<file path="src/rtl/assert_macros.svh">
// Assertion macros shared by the text console writer modules
`ifndef ASSERT_MACROS_SVH
`define ASSERT_MACROS_SVH

// Check a property on the rising clock edge, skipped while reset is high
`define TCW_ASSERT(lbl, clk, rst, prop, msg) \
  lbl: assert property (@(posedge clk) disable iff (rst) (prop)) else $error(msg);

// Check a property on the rising clock edge, also while reset is high
`define TCW_ASSERT_ALWAYS(lbl, clk, prop, msg) \
  lbl: assert property (@(posedge clk) (prop)) else $error(msg);

`endif

</file>
<file path="src/rtl/tcw_pkg.sv">
// Shared types and constants of the text console character writer
package tcw_pkg;

  localparam int CHAR_W = 8;
  localparam int CELL_W = 16;
  localparam int POS_W  = 11;
  localparam int ADDR_IN_W = 11;

  localparam logic [CHAR_W-1:0] RESET_ATTR = 8'h07;
  localparam int TAB_STEP = 8;

  // control bytes
  localparam logic [CHAR_W-1:0] CHAR_TAB = 8'd9;
  localparam logic [CHAR_W-1:0] CHAR_LF  = 8'd10;
  localparam logic [CHAR_W-1:0] CHAR_CR  = 8'd13;

  // item modes
  localparam logic MODE_PUT  = 1'b0;
  localparam logic MODE_READ = 1'b1;

  // controller to datapath
  typedef struct packed {
    logic accept;
    logic sweep_clear;
    logic sweep_scroll;
  } cmd_t;

  // datapath to controller
  typedef struct packed {
    logic need_scroll;
    logic sweep_done;
  } status_t;

endpackage

</file>
<file path="src/rtl/tcw_ctrl.sv">
// Controller state machine of the text console character writer
`include "assert_macros.svh"

module tcw_ctrl (
  input  logic             clk,
  input  logic             rst,
  input  logic             start,
  input  tcw_pkg::status_t status,
  output tcw_pkg::cmd_t    cmd,
  output logic             busy,
  output logic             result_valid
);

  typedef enum logic [3:0] {
    ST_CLEAR  = 4'b0001,
    ST_IDLE   = 4'b0010,
    ST_SCROLL = 4'b0100,
    ST_REPLY  = 4'b1000
  } state_t;

  state_t state;
  state_t state_next;
  logic   accept;

  // take a word while idle or while the previous result is shown
  assign busy   = rst || !(state == ST_IDLE || state == ST_REPLY);
  assign accept = start && !busy;

  assign cmd.accept       = accept;
  assign cmd.sweep_clear  = (state == ST_CLEAR);
  assign cmd.sweep_scroll = (state == ST_SCROLL);
  assign result_valid     = (state == ST_REPLY);

  // advance the controller
  always_comb begin
    state_next = state;
    case (state)
      ST_CLEAR: begin
        if (status.sweep_done) state_next = ST_IDLE;
      end
      ST_IDLE, ST_REPLY: begin
        if (accept) begin
          state_next = status.need_scroll ? ST_SCROLL : ST_REPLY;
        end else begin
          state_next = ST_IDLE;
        end
      end
      ST_SCROLL: begin
        if (status.sweep_done) state_next = ST_REPLY;
      end
      default: state_next = ST_CLEAR;
    endcase
  end

  always_ff @(posedge clk) begin
    if (rst) begin
      state <= ST_CLEAR;
    end else begin
      state <= state_next;
    end
  end

  `TCW_ASSERT(a_scroll_holds_off, clk, rst, accept && status.need_scroll |=> busy && !result_valid, "scroll did not stall")
  `TCW_ASSERT(a_plain_replies, clk, rst, accept && !status.need_scroll |=> result_valid, "missing result after word")

endmodule

</file>
<file path="config.mk">
export PLATFORM = sky130hd
export DESIGN_NAME = tcw_ctrl
export DESIGN_NICKNAME = d
export VERILOG_FILES = /design/src/rtl/tcw_pkg.sv /design/src/rtl/tcw_ctrl.sv
export VERILOG_INCLUDE_DIRS = /design/src /design/src/rtl
export SDC_FILE = /design/constraint.sdc
export NUM_CORES = 1
export LEC_CHECK = 0
export BUFFER_PORTS_ARGS = -buffer_cell sky130_fd_sc_hd__buf_2
export CAP_MARGIN = 0
export CELL_PAD_IN_SITES_DETAIL_PLACEMENT = 0
export CELL_PAD_IN_SITES_GLOBAL_PLACEMENT = 1
export CORE_AREA = 5 5 42 44
export DETAILED_ROUTE_END_ITERATION = 7
export DIE_AREA = 0 0 47 49
export PLACE_DENSITY_LB_ADDON = 0.05
export SYNTH_ARGS = -nofsm -noshare
export SYNTH_HDL_FRONTEND = slang
export SYNTH_SLANG_ARGS = --single-unit
export TNS_END_PERCENT = 100
</file>
<file path="constraint.sdc">
create_clock -name clk -period 1.5 [get_ports clk]
set_input_delay 0.3 -clock clk [delete_from_list [all_inputs] [get_ports clk]]
set_output_delay 0.3 -clock clk [all_outputs]
set_load 0.01 [all_outputs]
</file>
==> results by group <==
Global route
  – Grt total ovfl: 0
  – Gr busiest metal: met1
  – Met2 usage: 0.0950
  – GR Util All Layers: 0.0796
  – Met3 usage: 0.0443
  – Initial antenna violation count: 0
  – Number of global-route vias before repair: ~280
  – Largest net degree at the start of global routing: 11
  – Met1 Use GR: 0.110
  – Global-route wire length before repair: 1270 µm

Die
  – Std-Cell Rows: 14
  – Core area: 1400 µm²
  – Die Width: 47 µm
  – Io pins: 10
  – Starting Density: 0.209
  – Die Y: 49 µm
  – Total Die Area: roughly 2300 µm²

Synthesis
  – Seq cells post-synth: 4
  – Seq/Total Area, Yosys: 0.274
  – Post-synth cell types: 24
  – Avg Cell Area, Syn: 9.15 µm²
  – Ys Warns: 0
  – Syn_nets: 37
  – Mapped cell area: 293 µm²
  – Gate Count Post-Synth: 32

Clocking
  – Worst skew pair latency: roughly 0.24 ns
  – CTS tree: yes
  – Num Clock Sinks: 4
  – Worst-path clk slew: 0.04 ns
  – Clock Path Buffers: 2
  – CTS Root Cell: clkbuf_4
  – H-tree lvl count: 1
  – TritonCTS buffer count: 3

Place
  – RD Place Congestion: 0.694
  – Worst slack, placed: about 0.14 ns
  – Post-Place Cells: 56
  – I/O Buffers: 9
  – Dpl hpwl: 566 µm

STA
  – Pins Over Slew Limit: 0
  – Min Tclk post-route: 1.49 ns
  – Worst slew pin tran: 0.284 ns
  – WHS: 0.293 ns
  – Finish-stage setup viols: 0
  – FMAX: 0.671 GHz
  – RSZ-0062 raised after global routing: yes
  – Fraction of the cycle the final worst path needs: 0.994
  – Slew HR: 0.808
  – Post-layout worst setup margin: 0.00858 ns
  – Hold Violations, Final: 0
  – Worst Skew: 0.000607 ns

Power and ir drop
  – Leakage: 0.167 nW
  – Power Dens Cells: 746 nW/µm²
  – Highest ir drop seen on vdd: between 200 and 300 µV

Final layout
  – Fraction of layout cells with a size suffix above 1: 0.596
  – Area occupied by multi-input gates: between 200 and 250 µm²
  – P&R area growth vs syn: 50.4%
  – Fin nets: 54
  – Largest registers: state: 4 flops
  – Final Non-Filler Cells: 63
  – Max reg flops: 4
  – Reg area: about 90 µm²
  – # fillers: around 160
  – Most flops, register: state
  – Antenna Diode Count: 0

Detailed routing
  – # DRC: 0
  – Drt first-iter violations: 8
  – DR vias: 310
  – Wirelength per Cell: 12.1 µm
  – Post-DRT Antenna Nets: 0
  – First-pass DRT Iterations: 4
  – Vias per cell: 4.92
  – Routed WL: 765 µm

Status
  – Status: complete, no violations

Worst hold path
  – HP Class: in2reg

Setup path
  – CP Max Fanout: 5
  – Worst EP required: ~1.2 ns
  – CP arrival: approximately 1.2 ns
  – Critical path type: reg2out
  – Worst setup SP type: flip-flop
  – Setup crit end kind: output port

Flow run
  – Maxcap violations: 0
[layout by cell type (no fill, tap or decap), drive strengths merged]
master / instances
and3b: 1
nor2: 2
clkbuf: 3
nor4: 1
nor2b: 1
nand3b: 1
o21ai: 1
nand2: 1
nor4b: 4
nand4b: 1
nor3: 2
a21oi: 2
xor2: 1
nand4: 1
inv: 1
o311a: 1
nand2b: 1
nand3: 1
o21bai: 1
dfxtp: 4
and4bb: 1
buf: 15
[report_power, final]
group	switching (mW)	internal, mW	leakage [nW]
logic	0.0279	0.0378	0.118
registers	0.0151	0.111	0.0344
clock network	0.0472	0.0897	0.0138
[cell usage after synthesis (all sizes together)]
| cell | number | area [µm²] |
|---|---|---|
| dfxtp | 4 | 80.1 |
| nor4b | 4 | 41.3 |
| buf | 3 | 23.8 |
| a21oi | 2 | 10.0 |
| nor2 | 2 | 7.51 |
| nor3 | 2 | 10.0 |
| and3b | 1 | 8.76 |
| and4bb | 1 | 12.5 |
| inv | 1 | 3.75 |
| nand2 | 1 | 3.75 |
| nand2b | 1 | 6.26 |
| nand3 | 1 | 5.00 |
| nand3b | 1 | 7.51 |
| nand4 | 1 | 6.26 |
| nand4b | 1 | 8.76 |
| nor2b | 1 | 6.26 |
| nor4 | 1 | 12.5 |
| o21ai | 1 | 5.00 |
| o21bai | 1 | 7.51 |
| o311a | 1 | 10.0 |
| xor2 | 1 | 16.3 |
[layout make-up]
class / instances / area share
Sequential cell: 4 / 0.205
Inverter: 1 / 0.00852
Tap cell: 16 / 0.0455
Timing Repair Buffer: 15 / 0.213
Multi-Input combinational cell: 24 / 0.477
Clock buffer: 3 / 0.0511
[final timing paths]
check / start / end / slack [ns] / depth (start not counted)
worst max register to register: state[1] / state[2] / 0.34 / 5
worst min-delay path: rst / state[3] / 0.29 / 2
worst max-delay path: state[1] / cmd[1] / 0.009 / 3
worst min register to register: state[2] / state[1] / 0.55 / 1
[stage by stage]
step | power, mW | setup TNS [ns] | cell area (µm²) | util
2_1_floorplan | 0.158 | 0 | 293 | -
3_3_place_gp | 0.175 | 0 | 349 | 0.249
3_5_place_dp | 0.175 | 0 | 349 | 0.249
4_1_cts | 0.314 | -0.0358 | 375 | 0.268
5_1_grt | 0.346 | -0.221 | 440 | 0.314
6_report | 0.329 | 0 | 440 | 0.314
[critical path, stage by stage, from the launching register on]
cell,delay [ns]
dfxtp_4,0.36
buf_4,0.15
nor4b_1,0.27
buf_2,0.18
[repair_timing]
| action | CTS | global route |
|---|---|---|
| pin swaps | 0 | 2 |
| resized for setup | 3 | 8 |
| setup buffers | 0 | 4 |
| setup endpoints to repair | 4 | 4 |
| hold buffers | 0 | 0 |
[kinds of logic (layout without fill, tap and decap cells)]
kind of cell | Yosys count | after routing | share of synthesized area
and+or+nand+nor | 18 | 18 | 0.466
AOI/OAI and AO/OA | 5 | 5 | 0.111
DFF | 4 | 4 | 0.274
buffers and inverters | 4 | 19 | 0.0940
xor gates and xnor gates | 1 | 1 | 0.0556
[layer usage]
layer | vias to the layer above | wire length (µm)
li1 | 153 | -
met4 | 0 | 6
met2 | 7 | 390
met1 | 148 | 330
met3 | 2 | 37
met5 | - | 0
(Power assumes the default switching activity.)
